File: src/rtl/core/krt_pkg.sv
package krt_pkg;

  // position field width of a response
  localparam int unsigned POS_W = 6;

  typedef enum logic [2:0] {
    OP_INSERT = 3'd0,
    OP_LOOKUP = 3'd1,
    OP_UPDATE = 3'd2,
    OP_DELETE = 3'd3,
    OP_LIST   = 3'd4
  } op_e;

  typedef enum logic [2:0] {
    ST_OK       = 3'd0,
    ST_FULL     = 3'd1,
    ST_DUP      = 3'd2,
    ST_NOTFOUND = 3'd3,
    ST_EMPTY    = 3'd4
  } status_e;

  typedef enum logic [2:0] {
    S_IDLE,
    S_SCAN,
    S_RESP,
    S_SHIFT,
    S_LIST
  } state_e;

  // one table entry as held in the record memory
  typedef struct packed {
    logic        [15:0] key_high;
    logic        [63:0] key_low;
    logic        [63:0] label_a;
    logic        [63:0] label_b;
    logic        [31:0] label_c;
    logic signed [31:0] price;
  } rec_t;

  typedef struct packed {
    status_e          status;
    logic [POS_W-1:0] position;
    rec_t             rec;
    logic             last;
  } res_t;

  // response handed from the sequencer to the output register
  typedef struct packed {
    logic load;
    res_t res;
  } emit_t;

endpackage

File: src/rtl/core/krt_req_if.sv
interface krt_req_if;
  logic               valid;
  logic               ready;
  logic        [2:0]  opcode;
  logic        [15:0] key_high;
  logic        [63:0] key_low;
  logic        [63:0] label_a;
  logic        [63:0] label_b;
  logic        [31:0] label_c;
  logic signed [31:0] price;

  modport source (
    output valid, opcode, key_high, key_low, label_a, label_b, label_c, price,
    input  ready
  );
  modport sink (
    input  valid, opcode, key_high, key_low, label_a, label_b, label_c, price,
    output ready
  );
endinterface

File: src/rtl/core/krt_ctrl.sv
module krt_ctrl import krt_pkg::*; #(
  parameter int unsigned CAPACITY = 64,
  localparam int unsigned AW = (CAPACITY > 1) ? $clog2(CAPACITY) : 1,
  localparam int unsigned CW = $clog2(CAPACITY + 1)
) (
  input  logic          clk_i,
  input  logic          rst_ni,
  krt_req_if.sink       req_i,
  input  logic          slot_free_i,
  output emit_t         emit_o,
  output logic          rd_en_o,
  output logic [AW-1:0] rd_addr_o,
  input  rec_t          rd_data_i,
  output logic          wr_en_o,
  output logic [AW-1:0] wr_addr_o,
  output rec_t          wr_data_o
);

  state_e          state_q, state_d;
  op_e             op_q, op_d;
  rec_t            req_rec_q, req_rec_d;
  res_t            res_q, res_d;
  logic [CW-1:0]   idx_q, idx_d;
  logic [CW-1:0]   pend_idx_q, pend_idx_d;
  logic [CW-1:0]   count_q, count_d;
  logic            pend_q, pend_d;
  logic            del_q, del_d;

  op_e             in_op;
  rec_t            in_rec;
  logic            in_acc;
  logic            full;
  logic            more;
  logic            key_hit;
  logic            scan_miss;
  logic            list_emit;
  logic            list_rd;
  logic [CW-1:0]   pend_prev;
  logic [CW-1:0]   count_last;

  assign in_op  = op_e'(req_i.opcode);
  assign in_acc = req_i.valid && req_i.ready;
  assign full   = count_q >= CW'(CAPACITY);
  assign more   = idx_q < count_q;

  always_comb begin
    in_rec.key_high = req_i.key_high;
    in_rec.key_low  = req_i.key_low;
    in_rec.label_a  = req_i.label_a;
    in_rec.label_b  = req_i.label_b;
    in_rec.label_c  = req_i.label_c;
    in_rec.price    = req_i.price;
  end

  // pending read data belongs to entry pend_idx_q
  assign key_hit   = pend_q && (rd_data_i.key_high == req_rec_q.key_high)
                            && (rd_data_i.key_low == req_rec_q.key_low);
  assign scan_miss = !key_hit && (idx_q == count_q);
  assign list_emit = pend_q && slot_free_i;
  assign list_rd   = more && (!pend_q || list_emit);

  assign pend_prev  = pend_idx_q - CW'(1);
  assign count_last = count_q - CW'(1);

  // next state
  always_comb begin
    state_d = state_q;
    case (state_q)
      S_IDLE: begin
        if (in_acc) begin
          case (in_op)
            OP_INSERT: state_d = full ? S_RESP : S_SCAN;
            OP_LOOKUP, OP_UPDATE, OP_DELETE: state_d = S_SCAN;
            OP_LIST: state_d = (count_q == '0) ? S_RESP : S_LIST;
            default: state_d = S_IDLE;
          endcase
        end
      end
      S_SCAN: begin
        if (key_hit || scan_miss) state_d = S_RESP;
      end
      S_RESP: begin
        if (slot_free_i) state_d = del_q ? S_SHIFT : S_IDLE;
      end
      S_SHIFT: begin
        if (!more && !pend_q) state_d = S_IDLE;
      end
      S_LIST: begin
        if (list_emit && (pend_idx_q == count_last)) state_d = S_IDLE;
      end
      default: state_d = S_IDLE;
    endcase
  end

  // memory control, response and handshake
  always_comb begin
    req_i.ready = (state_q == S_IDLE);
    rd_en_o     = 1'b0;
    rd_addr_o   = idx_q[AW-1:0];
    wr_en_o     = 1'b0;
    wr_addr_o   = '0;
    wr_data_o   = rd_data_i;
    emit_o      = '0;
    case (state_q)
      S_SCAN: begin
        rd_en_o = more;
        if (key_hit && (op_q == OP_UPDATE)) begin
          wr_en_o         = 1'b1;
          wr_addr_o       = pend_idx_q[AW-1:0];
          wr_data_o.price = req_rec_q.price;
        end else if (scan_miss && (op_q == OP_INSERT)) begin
          wr_en_o   = 1'b1;
          wr_addr_o = count_q[AW-1:0];
          wr_data_o = req_rec_q;
        end
      end
      S_RESP: begin
        emit_o.load = slot_free_i;
        emit_o.res  = res_q;
      end
      S_SHIFT: begin
        // entry k+1 moves down to k
        rd_en_o   = more;
        wr_en_o   = pend_q;
        wr_addr_o = pend_prev[AW-1:0];
      end
      S_LIST: begin
        rd_en_o             = list_rd;
        emit_o.load         = list_emit;
        emit_o.res.status   = ST_OK;
        emit_o.res.position = POS_W'(pend_idx_q);
        emit_o.res.rec      = rd_data_i;
        emit_o.res.last     = (pend_idx_q == count_last);
      end
      default: begin
      end
    endcase
  end

  // datapath registers
  always_comb begin
    op_d       = op_q;
    req_rec_d  = req_rec_q;
    res_d      = res_q;
    idx_d      = idx_q;
    pend_idx_d = pend_idx_q;
    count_d    = count_q;
    pend_d     = pend_q;
    del_d      = del_q;
    case (state_q)
      S_IDLE: begin
        if (in_acc) begin
          op_d       = in_op;
          req_rec_d  = in_rec;
          idx_d      = '0;
          pend_d     = 1'b0;
          del_d      = 1'b0;
          res_d      = '0;
          res_d.last = 1'b1;
          if ((in_op == OP_INSERT) && full) res_d.status = ST_FULL;
          if ((in_op == OP_LIST) && (count_q == '0)) res_d.status = ST_EMPTY;
        end
      end
      S_SCAN: begin
        if (more) idx_d = idx_q + CW'(1);
        pend_d     = more;
        pend_idx_d = idx_q;
        if (key_hit) begin
          res_d.position = POS_W'(pend_idx_q);
          if (op_q == OP_INSERT) begin
            res_d.status = ST_DUP;
          end else begin
            res_d.status = ST_OK;
            res_d.rec    = rd_data_i;
          end
          if (op_q == OP_DELETE) begin
            del_d  = 1'b1;
            idx_d  = pend_idx_q + CW'(1);
            pend_d = 1'b0;
          end
        end else if (scan_miss) begin
          if (op_q == OP_INSERT) begin
            res_d.status   = ST_OK;
            res_d.position = POS_W'(count_q);
            res_d.rec      = req_rec_q;
            count_d        = count_q + CW'(1);
          end else begin
            res_d.status = ST_NOTFOUND;
          end
        end
      end
      S_SHIFT: begin
        if (more) idx_d = idx_q + CW'(1);
        pend_d     = more;
        pend_idx_d = idx_q;
        if (!more && !pend_q) count_d = count_last;
      end
      S_LIST: begin
        if (list_rd) begin
          idx_d      = idx_q + CW'(1);
          pend_idx_d = idx_q;
        end
        pend_d = list_rd || (pend_q && !list_emit);
      end
      default: begin
      end
    endcase
  end

  always_ff @(posedge clk_i or negedge rst_ni) begin
    if (!rst_ni) begin
      state_q <= S_IDLE;
      count_q <= '0;
      idx_q   <= '0;
      pend_q  <= 1'b0;
      del_q   <= 1'b0;
    end else begin
      state_q <= state_d;
      count_q <= count_d;
      idx_q   <= idx_d;
      pend_q  <= pend_d;
      del_q   <= del_d;
    end
  end

  always_ff @(posedge clk_i) begin
    op_q       <= op_d;
    req_rec_q  <= req_rec_d;
    res_q      <= res_d;
    pend_idx_q <= pend_idx_d;
  end

  a_count_cap: assert property (@(posedge clk_i) disable iff (!rst_ni)
    count_q <= CW'(CAPACITY))
    else $error("entry count above capacity");

  a_read_in_table: assert property (@(posedge clk_i) disable iff (!rst_ni)
    rd_en_o |-> (idx_q < count_q))
    else $error("read beyond last entry");

  a_shift_dest: assert property (@(posedge clk_i) disable iff (!rst_ni)
    (state_q == S_SHIFT && wr_en_o) |-> (pend_idx_q != '0 && pend_idx_q < count_q))
    else $error("shift writes outside table");

  a_insert_grows: assert property (@(posedge clk_i) disable iff (!rst_ni)
    (state_q == S_SCAN && scan_miss && op_q == OP_INSERT)
      |=> (count_q == CW'($past(count_q) + CW'(1))))
    else $error("insert did not grow table");

  a_list_pos: assert property (@(posedge clk_i) disable iff (!rst_ni)
    (state_q == S_LIST && emit_o.load) |-> (pend_idx_q < count_q))
    else $error("list emits past last entry");

endmodule

File: src/flat_wrapper.sv
// flat-port wrapper written by rule: the top's interface ports become plain ports
module krt_ctrl_flat import krt_pkg::*;
#(
  parameter int unsigned CAPACITY = 64,
  localparam int unsigned AW = (CAPACITY > 1) ? $clog2(CAPACITY) : 1,
  localparam int unsigned CW = $clog2(CAPACITY + 1)
)
  (clk_i, rst_ni, slot_free_i, emit_o, rd_en_o, rd_addr_o, rd_data_i, wr_en_o, wr_addr_o, wr_data_o, req_i_valid, req_i_opcode, req_i_key_high, req_i_key_low, req_i_label_a, req_i_label_b, req_i_label_c, req_i_price, req_i_ready);
  krt_req_if req_i_i ();
  input  logic clk_i;
  input  logic rst_ni;
  input  logic slot_free_i;
  output emit_t emit_o;
  output logic rd_en_o;
  output logic [AW-1:0] rd_addr_o;
  input  rec_t rd_data_i;
  output logic wr_en_o;
  output logic [AW-1:0] wr_addr_o;
  output rec_t wr_data_o;
  input wire logic [$bits(req_i_i.valid)-1:0] req_i_valid;
  input wire logic [$bits(req_i_i.opcode)-1:0] req_i_opcode;
  input wire logic [$bits(req_i_i.key_high)-1:0] req_i_key_high;
  input wire logic [$bits(req_i_i.key_low)-1:0] req_i_key_low;
  input wire logic [$bits(req_i_i.label_a)-1:0] req_i_label_a;
  input wire logic [$bits(req_i_i.label_b)-1:0] req_i_label_b;
  input wire logic [$bits(req_i_i.label_c)-1:0] req_i_label_c;
  input wire logic [$bits(req_i_i.price)-1:0] req_i_price;
  output wire logic [$bits(req_i_i.ready)-1:0] req_i_ready;
  assign req_i_i.valid = req_i_valid;
  assign req_i_i.opcode = req_i_opcode;
  assign req_i_i.key_high = req_i_key_high;
  assign req_i_i.key_low = req_i_key_low;
  assign req_i_i.label_a = req_i_label_a;
  assign req_i_i.label_b = req_i_label_b;
  assign req_i_i.label_c = req_i_label_c;
  assign req_i_i.price = req_i_price;
  assign req_i_ready = req_i_i.ready;
  krt_ctrl #(.CAPACITY(CAPACITY)) u_core (.clk_i(clk_i), .rst_ni(rst_ni), .req_i(req_i_i), .slot_free_i(slot_free_i), .emit_o(emit_o), .rd_en_o(rd_en_o), .rd_addr_o(rd_addr_o), .rd_data_i(rd_data_i), .wr_en_o(wr_en_o), .wr_addr_o(wr_addr_o), .wr_data_o(wr_data_o));
endmodule
File: config.mk
export PLATFORM = sky130hd
export DESIGN_NAME = krt_ctrl_flat
export DESIGN_NICKNAME = d
export VERILOG_FILES = /design/src/rtl/core/krt_pkg.sv /design/src/rtl/core/krt_req_if.sv /design/src/rtl/core/krt_ctrl.sv /design/src/flat_wrapper.sv
export SDC_FILE = /design/constraint.sdc
export NUM_CORES = 1
export LEC_CHECK = 0
export BUFFER_PORTS_ARGS = -buffer_cell sky130_fd_sc_hd__buf_2
export CELL_PAD_IN_SITES_DETAIL_PLACEMENT = 1
export CELL_PAD_IN_SITES_GLOBAL_PLACEMENT = 1
export CORE_AREA = 2 2 435 437
export DETAILED_ROUTE_END_ITERATION = 16
export DIE_AREA = 0 0 437 439
export GPL_ROUTABILITY_DRIVEN = 1
export PLACE_DENSITY_LB_ADDON = 0.1
export SLEW_MARGIN = 10
export SYNTH_ARGS = -nofsm -noshare
export SYNTH_HDL_FRONTEND = slang
export SYNTH_SLANG_ARGS = --single-unit
File: constraint.sdc
create_clock -name clk_i -period 20 [get_ports clk_i]
set_clock_uncertainty 0.2 [all_clocks]
set_input_delay 0 -clock clk_i [delete_from_list [all_inputs] [get_ports clk_i]]
set_output_delay 0 -clock clk_i [all_outputs]
set_load 0.02 [all_outputs]
==> metrics.yaml, run 1 <==
placement:
  dpl-instance-area_um2: 37800
  dpl.cell_count: 5874
  place.port_buffers: 1120
  gp_congestion: 0.798
  hpwl_mm: 131
timing:
  finalHoldViolations: 0
  setup_viol: 0
  fin_crit_sh_pct: 37.4
  rsz0062_at_grt: "no"
  max_freq_ghz: 0.134
  slew_headroom_pct: 16.9
  hold_ws_ns: 0.0735
  period_needed_ns: 7.48
  final.setup.tns_ns: 0
  drv_slew: 0
  worst_slew_pin_slew_ns: 1.24
route:
  viasPerCell: 4.13
  ant_nets: 0
  wl_mm: 182
  top_layer: "met5"
  drc: 0
  vias: 28700
  dr.pass1.iters: 5
  avgRoutedWirePerCell_um: 26.3
  drt-met1-wl_mm: 70.2
  wl_met3_mm: 11.7
  drtIter0Drc: 1320
  wl_met2_mm: 91.8
global_routing:
  antenna_found_initial: 39
  grt-ovfl-total: 0
  grt_pass1_wl_mm: 251
  grt_max_degree: 85
  grtUsageTotal_pct: 18.3
  grt_pass1_vias: 31200
final_layout:
  final_cells: 6945
  layout_commonest_cell: "buf_2"
  area_growth_syn_to_layout_pct: 67.2
  multi_input_area_um2: 11300
  layout.nets: 4929
  most-common-layout-cells: "buf_2, dlygate4sd3_1, edfxtp_1"
  drive_gt1_share_pct: 35.5
  final_area_um2: 49700
  ff_latch_area_um2: 17400
  fillCellCount: 21300
clock_network:
  cts_tree: "done"
  cts_made_buffers: 85
  cts.sinks: 582
  cts_setup_buffers: 0
  clkTransAtPathRegs_ns: 0.06
  cts_root_buf: "clkbuf_16"
  cts_max_level: 3
  clockBufferDepth: 3
  insertion_delay_ns: 0.72
synthesis:
  synth.avg_cell_area_um2: 12.3
  netlist_instances: 2416
  synth_ff_type: "edfxtp_1"
  syn-num-nets: 2980
  seq_area_frac_synth_pct: 58.5
  synth-seq-cells: 582
  netlist-cell-type-count: 58
  async_flop_share_pct: 3.26
  netlist_area_um2: 29700
  ys_warn_count: 0
  synth-edff-count: 563
die:
  rows: 159
  initial_core_util_pct: 15.9
  coreArea_um2: 187000
  fp.dieArea_um2: 192000
  fp.dieH_um: 439
  boundaryPins: 1121
  die_w_um: 437
pwr:
  power_density_nw_per_um2: 116
  p_leak_nw: 20.6
  vdd_drop_max_mv: 0.0920
  p_total_mw: 5.77
critical_path:
  slowest_delay_ns: 0.88
  start_kind: "register"
  critPathArrivalTime_ns: 7.62
  worstSetupEndpointType: "register"
  crit_required_ns: 20.14
  worstPathCellList: "xor2_1 > nor4_1 > nand4_1 > nor2_1 > nand2_4 > a31oi_1 > o31a_2 > buf_4 > buf_4 > buf_4"
  rrSetupSlack_ns: 12.52
  critical_path_class: "reg -> reg"
  cp_common_cell: "buf_4"
  crit_path_max_fanout: 63
  slowest_stage: "buf_4"
job:
  cap_violations: 0
run_status:
  status: "completed"
worst_hold_path:
  min_path_type: "in -> reg"
sequential cells by signal, summed over array words and instances (netlist names):
register	count
u_core.pend_q	1
u_core.idx_q	7
u_core.res_q	281
u_core.op_q	3
u_core.pend_idx_q	7
u_core.del_q	1
u_core.count_q	7
u_core.state_q	3
u_core.req_rec_q	272
logic make-up (layout without fill, tap and decap cells):
family / after synthesis / in the layout / synth area share, %
simple gates: 667 / 667 / 10.2
flops: 582 / 582 / 58.5
compound gates: 560 / 560 / 13.4
mux: 274 / 274 / 10.7
buf+inv: 220 / 2236 / 3.58
xor+xnor: 100 / 100 / 2.95
fa+ha+maj: 13 / 13 / 0.548
other cells: 0 / 18 / 0
area by class of cell:
cell class | count | share of cell area [%]
Multi-Input combinational cell | 1614 | 22.7
Antenna cell | 18 | 0.0907
Sequential cell | 582 | 35.0
Timing Repair Buffer | 2061 | 30.1
Clock buffer | 104 | 4.53
Inverter | 21 | 0.174
Tap cell | 2495 | 6.29
Clock inverter | 50 | 1.09
through the flow:
| step | utilization (%) | setup slack, ns |
|---|---|---|
| after detailed placement | 20.2 | 12.10 |
| after global routing | 26.5 | 11.92 |
| after CTS | 26.5 | 12.11 |
| after global placement | 20.2 | 12.21 |
| final | 26.6 | 12.52 |
| after floorplan | - | 9.98 |
worst max-delay path, delay by kind of cell, from the launching register on:
family | cells | cell delay [ns]
buffers and inverters | 3 | 2.33
XOR/XNOR | 1 | 0.20
AND/OR/NAND/NOR | 4 | 2.27
flip-flops | 1 | 0.42
AO/OA/AOI/OAI | 2 | 1.51
cell usage after synthesis (20+ instances only):
library cell  count  area (µm²)
a21oi_1         220        1100
clkbuf_1        146         548
nor2_1           25        93.8
edfxtp_1        563       16900
xor2_1           79         692
a22o_1          278        2430
nand2_1         422        1580
buf_4            20         150
nand2b_1         22         138
xnor2_1          21         184
mux2_2          242        2730
mux2_4           28         420
inv_1            21        78.8
nor4_1           32         200
and3_1           82         513
where the power goes:
group	switching [mW]	total [mW]	internal, mW
Clock	0.649	1.59	0.940
Combinational	1.48	2.17	0.691
Sequential	0.188	2.02	1.83
Total	2.31	5.77	3.46
final timing paths:
kind / cells past startpoint / endpoint / startpoint
worst max-delay path: 10 / u_core.res_q[86]$_SDFFCE_PN0P_ / u_core.req_rec_q[226]$_DFFE_PP_
worst min-delay path: 4 / u_core.res_q[187]$_SDFFCE_PN0P_ / rd_data_i[186]
worst max register to register: 10 / u_core.res_q[86]$_SDFFCE_PN0P_ / u_core.req_rec_q[226]$_DFFE_PP_
worst min register to register: 2 / u_core.del_q$_DFFE_PN0P_ / u_core.del_q$_DFFE_PN0P_
max in group asynchronous: 4 / u_core.count_q[0]$_DFFE_PN0P_ / rst_ni
min in group asynchronous: 4 / u_core.idx_q[5]$_DFFE_PN0P_ / rst_ni
per-layer routing:
metal,vias to the layer above,GRT usage [%]
met2,872,32.2
li1,13100,-
met1,14400,20.3
met3,291,5.42
met4,2,8.31
met5,-,0
what timing repair did:
action                                 in CTS  in global routing
resized for setup                           0                  0
setup endpoints to repair                   0                  0
endpoints found under the hold margin     502                  0
hold buffers                              899                  0
Note: power is estimated with default switching activity, not from simulation.
==> run 2, diff against run 1 <==
--- a/config.mk
+++ b/config.mk
@@ -8,9 +8,9 @@
 export BUFFER_PORTS_ARGS = -buffer_cell sky130_fd_sc_hd__buf_2
 export CELL_PAD_IN_SITES_DETAIL_PLACEMENT = 1
 export CELL_PAD_IN_SITES_GLOBAL_PLACEMENT = 1
-export CORE_AREA = 2 2 435 437
+export CORE_AREA = 2 2 439 441
 export DETAILED_ROUTE_END_ITERATION = 16
-export DIE_AREA = 0 0 437 439
+export DIE_AREA = 0 0 441 443
 export GPL_ROUTABILITY_DRIVEN = 1
 export PLACE_DENSITY_LB_ADDON = 0.1
 export SLEW_MARGIN = 10
==> constraint.sdc (replaced) <==
create_clock -name clk_i -period 6.9 [get_ports clk_i]
set_clock_uncertainty 0.2 [all_clocks]
set_input_delay 0 -clock clk_i [delete_from_list [all_inputs] [get_ports clk_i]]
set_output_delay 0 -clock clk_i [all_outputs]
set_load 0.02 [all_outputs]
==> run 2 against run 1 <==
Largest power group unchanged; sequential power grew to 2.9 times the previous value; routed wire length is 0.74% lower; sequential cell count stayed put; core utilization is 0.54 points lower; register-to-register slack worse by 10 ns; cell count is 0.49% higher; worst hold slack worse by 0.031 ns; combinational power grew to 2.9 times the previous value; via count is 0.27% lower; non-clock buffer count stayed put; largest cell class unchanged; setup slack worse by 10 ns.
==> metrics.yaml, run 2 (synthesis gave the netlist of run 1 again) <==
run_status:
  status: "completed"
final_layout:
  layout_commonest_cell: "buf_2"
  ff_latch_area_um2: 17400  # unchanged
  fillCellCount: 21600  # +1.7%
  fin_util_pct: 26.0  # -0.54 points
  multi_input_area_um2: 11300  # about the same
  layout.nets: 4932  # +0.061%
  drive_gt1_share_pct: 35.1  # -0.41 points
  most-common-layout-cells: "buf_2, dlygate4sd3_1, edfxtp_1"
  area_growth_syn_to_layout_pct: 67.5
  largest_reg_flops: 281  # unchanged
  top_register: "u_core.res_q"
  top_regs: "u_core.res_q (281), u_core.req_rec_q (272)"
pwr:
  internal-power_mw: 9.76  # +180%
  power_frac_comb_pct: 38.5  # +0.9 points
  p_leak_nw: 20.6  # -0.19%
  vdd_drop_max_mv: 0.186  # +100%
  clkPwrFrac_pct: 26.0  # -1.5 points
  p_sw_mw: 6.73  # +190%
  power_density_nw_per_um2: 332  # +190%
  swShare_pct: 40.8  # +0.71 points
  seq_power_share_pct: 35.5  # +0.6 points
timing:
  rsz0062_at_grt: "no"
  final.setup.tns_ns: 0  # unchanged
  finalHoldViolations: 0  # unchanged
  drv_slew: 0  # unchanged
  fin_crit_sh_pct: 70.4
  max_freq_ghz: 0.206
  period_needed_ns: 4.86
  hold_ws_ns: 0.0421  # -0.0314 ns
  setup_viol: 0  # unchanged
  worst_slew_pin_slew_ns: 1.14  # -0.0958 ns
  slew_headroom_pct: 23.8  # +6.9 points
worst_hold_path:
  whs_path_depth: 2  # -2
  min_path_type: "in -> reg"
global_routing:
  grt_max_degree: 124  # +46%
  antenna_found_initial: 39  # unchanged
  grtUsageTotal_pct: 18.0  # -0.36 points
  grt_pass1_wl_mm: 250  # -0.38%
  grt_pass1_vias: 31300  # +0.44%
  grt-ovfl-total: 0  # unchanged
clock_network:
  cts_tree: "done"
  cts_setup_buffers: 0  # unchanged
  cts_resized: 0  # unchanged
  cts_made_buffers: 88  # +3.5%
  cts_root_buf: "clkbuf_16"
  clockBufferDepth: 3  # unchanged
  cts_max_level: 3  # unchanged
  clkTransAtPathRegs_ns: 0.06  # about the same
  cts.sinks: 582  # unchanged
  insertion_delay_ns: 0.72  # about the same
route:
  viasPerCell: 4.10  # -0.75%
  drtIter0Drc: 1371  # +3.9%
  ant_nets: 0  # unchanged
  vias: 28600  # -0.27%
  wl_mm: 181  # -0.74%
  dr.pass1.iters: 5  # unchanged
  avgRoutedWirePerCell_um: 25.9  # -1.2%
  drc: 0  # unchanged
job:
  cap_violations: 0  # unchanged
die:
  fp.dieH_um: 443  # +0.91%
  initial_core_util_pct: 15.5  # -0.35 points
  coreArea_um2: 191000  # +2.2%
  rows: 161  # +1.3%
  fp.dieArea_um2: 195000  # +1.8%
  die_w_um: 441  # +0.92%
  boundaryPins: 1121  # unchanged
critical_path:
  critical_path_class: "reg -> out"
  critPathArrivalTime_ns: 4.66  # -2.96 ns
  worstSetupEndpointType: "output port"
  crit_required_ns: 6.70  # -13.44 ns
  start_kind: "register"
  r2r_cells: 10  # unchanged
  crit_path_max_fanout: 82  # +30%
placement:
  hpwl_mm: 129  # -1.8%
  gp_congestion: 0.809  # +1.4%
  place.port_buffers: 1120  # unchanged
-- run 2: changes by cell type in the layout (fill, tap and decap cells not counted), moves of 3 or more --
cell	change
buf_12	+16
buf_4	-19
bufinv_16	-10
clkbuf_1	+10
clkinv_1	+7
clkinv_2	-10
dlygate4sd3_1	+3
-- run 2: path summary, 6_finish.rpt --
check	start	to	slack (ns)
setup / recovery	u_core.req_rec_q[226]$_DFFE_PP_	wr_data_o[0]	2.04
min in group asynchronous	rst_ni	u_core.count_q[1]$_DFFE_PN0P_	0.16
hold / removal	req_i_label_c[31]	u_core.req_rec_q[63]$_DFFE_PP_	0.04
hold reg to reg	u_core.del_q$_DFFE_PN0P_	u_core.del_q$_DFFE_PN0P_	0.31
setup reg to reg	u_core.req_rec_q[226]$_DFFE_PP_	u_core.res_q[104]$_SDFFCE_PN0P_	2.14
max in group asynchronous	rst_ni	u_core.idx_q[4]$_DFFE_PN0P_	6.18
-- run 2: cell type report --
class                   instances  share of cell area, %
diodes                         18                 0.0906
clock buffers                 114                   4.62
clock inverters                43                  0.652
inverters                      21                  0.166
multi-input cells            1614                   22.7
flip-flops and latches        582                   34.9
well taps                    2526                   6.35
repair buffers               2061                   30.4
-- run 2: metrics by stage --
step           power [mW]  cell area, µm²  setup WS (ns)  cells
2_1_floorplan        9.13           29700          0.102   2416
3_3_place_gp         12.0           38000           2.02   5902
3_5_place_dp         12.0           38000           2.02   5902
4_1_cts              16.9           49700           1.76   6961
5_1_grt              17.3           49700           1.73   6977
6_report             16.5           49700           2.04   6979
-- run 2: worst max-delay path, stage by stage, from the launching register on --
cell and delay, ns:
edfxtp_1 0.41, xor2_1 0.19, nor4_1 0.69, nand4_1 0.27, nor2_1 0.31, buf_4 0.23
a211o_4 0.20, buf_12 0.29, and2_4 0.67, mux2_2 0.41, buf_2 0.16
-- run 2: timing repair --
action,4_1_cts,5_1_grt
endpoints found under the setup margin,0,0
hold endpoints to repair,507,0
hold buffers,902,0
-- run 2: per-layer routing --
layer  share of wire (%)  GRT usage, %
met1                  39          20.0
met2                  51          31.6
met3                 6.2          5.32
met4                 4.2          7.38
met5               0.035             0
-- run 2: power groups by stage --
stage / Combinational, mW / Sequential, mW / Clock (mW)
final: 6.35 / 5.85 / 4.29
after global routing: 6.81 / 5.96 / 4.56
after global placement: 6.11 / 5.91 / 0
after floorplan: 3.36 / 5.77 / 0
after detailed placement: 6.09 / 5.91 / 0
after CTS: 6.54 / 5.86 / 4.47
==> run 3, diff against run 2 <==
--- a/config.mk
+++ b/config.mk
@@ -8,9 +8,9 @@
 export BUFFER_PORTS_ARGS = -buffer_cell sky130_fd_sc_hd__buf_2
 export CELL_PAD_IN_SITES_DETAIL_PLACEMENT = 1
 export CELL_PAD_IN_SITES_GLOBAL_PLACEMENT = 1
-export CORE_AREA = 2 2 439 441
+export CORE_AREA = 2 2 431 433
 export DETAILED_ROUTE_END_ITERATION = 16
-export DIE_AREA = 0 0 441 443
+export DIE_AREA = 0 0 433 435
 export GPL_ROUTABILITY_DRIVEN = 1
 export PLACE_DENSITY_LB_ADDON = 0.1
 export SLEW_MARGIN = 10
==> constraint.sdc (replaced) <==
create_clock -name clk_i -period 4.1 [get_ports clk_i]
set_clock_uncertainty 0.2 [all_clocks]
set_input_delay 0 -clock clk_i [delete_from_list [all_inputs] [get_ports clk_i]]
set_output_delay 0 -clock clk_i [all_outputs]
set_load 0.02 [all_outputs]
==> run 3 against run 2 <==
Routed wire length increased by 4.1%; register-to-register slack worse by 1.6 ns; global-route usage grew 1.5 points; core utilization increased by 1.6 points; worst hold slack better by 0.027 ns; sequential power is 70% higher; clock-buffer cell count rose by 1; clock power increased by 69%; die area down 3.6%; critical path depth stayed put; combinational power is 76% higher; total power up 72%; largest cell class unchanged.
==> metrics.yaml, run 3 (synthesis gave the netlist of run 1 again) <==
die:
  initial_core_util_pct: 16.1  # +0.60 points
  die_w_um: 433  # -1.8%
  fp.dieH_um: 435  # -1.8%
  rows: 158  # -1.9%
  boundaryPins: 1121  # unchanged
  coreArea_um2: 184000  # -3.7%
  fp.dieArea_um2: 188000  # -3.6%
final_layout:
  top_regs: "u_core.res_q (281), u_core.req_rec_q (272)"
  layout_commonest_cell: "buf_2"
  most-common-layout-cells: "buf_2, dlygate4sd3_1, edfxtp_1"
  layout.nets: 5011  # +1.6%
  ff_latch_area_um2: 17400  # about the same
  area_growth_syn_to_layout_pct: 71.4
  drive_gt1_share_pct: 36.7  # +1.6 points
  top_register: "u_core.res_q"
  final_area_um2: 50900  # +2.4%
  fillCellCount: 20900  # -3.5%
  multi_input_area_um2: 11400  # +0.71%
  largest_reg_flops: 281  # unchanged
critical_path:
  critical_path_class: "reg -> out"
  critPathArrivalTime_ns: 3.73  # -0.93 ns
  critPathBufInv: 3  # unchanged
  slowest_delay_ns: 0.59  # -0.10 ns
  crit_required_ns: 3.90  # -2.80 ns
  worst_r2r_startpoint: "u_core.req_rec_q[204]$_DFFE_PP_"
  crit_end: "wr_data_o[5]"
  rrSetupSlack_ns: 0.57  # -1.57 ns
  path_depth: 10  # unchanged
  crit_path_max_fanout: 24  # -71%
  worstPathCellList: "xor2_2 > or4_4 > nor4_4 > and4_4 > buf_4 > nand4_1 > and2_4 > buf_12 > mux2_4 > buf_2"
  start_kind: "register"
  r2r-end: "u_core.res_q[106]$_SDFFCE_PN0P_"
  worstSetupEndpointType: "output port"
  crit_path_start: "u_core.req_rec_q[204]$_DFFE_PP_"
  r2r_cells: 10  # unchanged
  cp_top_family: "simple AND/OR/NAND/NOR gates"
  slowest_stage: "or4_4"
timing:
  rsz0062_at_grt: "no"
  fin_crit_sh_pct: 95.8
  finalHoldViolations: 0  # unchanged
  setup_ws_ns: 0.174  # -1.87 ns
  slew_headroom_pct: 32.4  # +8.6 points
  period_needed_ns: 3.93
  final.setup.tns_ns: 0  # unchanged
  drv_slew: 0  # unchanged
  hold_ws_ns: 0.0695  # +0.0274 ns
  max_freq_ghz: 0.255
  setup_viol: 0  # unchanged
  worst_slew_pin_slew_ns: 1.01  # -0.128 ns
route:
  viasPerCell: 4.19  # +2.2%
  dr.pass1.iters: 5  # unchanged
  ant_nets: 0  # unchanged
  drtIter0Drc: 1449  # +5.7%
  wl_mm: 189  # +4.1%
  vias: 29400  # +2.7%
  drc: 0  # unchanged
  avgRoutedWirePerCell_um: 26.9  # +3.7%
run_status:
  status: "completed"
global_routing:
  grtUsageTotal_pct: 19.4  # +1.5 points
  antenna_found_initial: 30  # -23%
  grt_pass1_vias: 32200  # +2.8%
  grt_max_degree: 114  # -8.1%
  grt_pass1_wl_mm: 259  # +3.6%
  grt-ovfl-total: 0  # unchanged
placement:
  dpl-instance-area_um2: 38700  # +1.7%
  place.port_buffers: 1120  # unchanged
  hpwl_mm: 135  # +5.1%
  dp_slack_ns: 0.228  # -1.80 ns
  gp_congestion: 0.848  # +4.8%
job:
  cap_violations: 0  # unchanged
clock_network:
  cts_made_buffers: 85  # -3.4%
  clockBufferDepth: 3  # unchanged
  cts_tree: "done"
  insertion_delay_ns: 0.74  # +0.02 ns
  clkTransAtPathRegs_ns: 0.06  # about the same
  cts_root_buf: "clkbuf_16"
  cts.sinks: 582  # unchanged
  cts_max_level: 3  # unchanged
pwr:
  vdd_drop_max_mv: 0.399  # +110%
  power_density_nw_per_um2: 557  # +68%
  p_total_mw: 28.3  # +72%
  p_leak_nw: 21.3  # +3.2%
worst_hold_path:
  min_path_type: "in -> reg"
run 3: changes by cell type in the layout (fill, tap and decap cells not counted), moves of 3 or more:
cell	change
buf_4	+47
buf_12	+20
buf_16	+8
clkinv_2	+8
clkinv_1	-7
dfrtp_1	-4
dfrtp_2	+4
nor4_1	-4
bufbuf_16	+3
clkinv_4	-3
nor4_2	+3
run 3: power by group:
part	internal, mW	switching (mW)
sequential	8.88	1.04
clock	4.08	3.16
combinational	3.80	7.39
total	16.8	11.6
run 3: worst min-delay path by stage:
stage | startpoint | endpoint | slack [ns] | cells after the start
floorplan | rst_ni | u_core.count_q[0]$_DFFE_PN0P_ | -0.50 | 0
global placement | rst_ni | u_core.idx_q[5]$_DFFE_PN0P_ | -0.17 | 1
detailed placement | rst_ni | u_core.idx_q[5]$_DFFE_PN0P_ | -0.17 | 1
CTS | rd_data_i[146] | u_core.res_q[147]$_SDFFCE_PN0P_ | 0.002 | 4
global route | rd_data_i[146] | u_core.res_q[147]$_SDFFCE_PN0P_ | 0.04 | 4
finish | rd_data_i[198] | u_core.idx_q[4]$_DFFE_PN0P_ | 0.07 | 7
run 3: through the flow:
step,util [%],instances
2_1_floorplan,-,2416
3_3_place_gp,21.0,5914
3_5_place_dp,21.0,5914
4_1_cts,27.5,6984
5_1_grt,27.7,7007
6_report,27.7,7011
run 3: cell type report:
| cell class | count | area share [%] |
|---|---|---|
| Antenna cell | 16 | 0.0787 |
| Clock buffer | 115 | 4.46 |
| Clock inverter | 40 | 0.646 |
| Inverter | 21 | 0.162 |
| Multi-Input combinational cell | 1614 | 22.4 |
| Sequential cell | 582 | 34.2 |
| Tap cell | 2480 | 6.10 |
| Timing Repair Buffer | 2143 | 32.0 |
run 3: per-layer routing:
layer / wire length, µm / up-vias / track usage, %
met5: 49 / - / 0.102
met1: 74200 / 14900 / 22.0
met4: 9710 / 6 / 9.40
met2: 94400 / 934 / 33.9
met3: 10300 / 285 / 4.84
li1: - / 13200 / -
run 3: worst register-to-register path, cell delays in order, from the launching register on:
cell and delay [ns]:
edfxtp_1 0.44, xor2_2 0.21, or4_4 0.59, nor4_4 0.14
and4_4 0.28, buf_4 0.14, nand2_4 0.14, a31oi_1 0.30
o31a_4 0.24, buf_12 0.17, buf_12 0.29
run 3: repair_timing:
item / in CTS / in global routing
hold buffers: 901 / 0
resized for setup: 22 / 13
hold endpoints to repair: 503 / 0
setup buffers: 8 / 9
pin swaps: 4 / 7
setup endpoints to repair: 264 / 248
cloned: 6 / 3
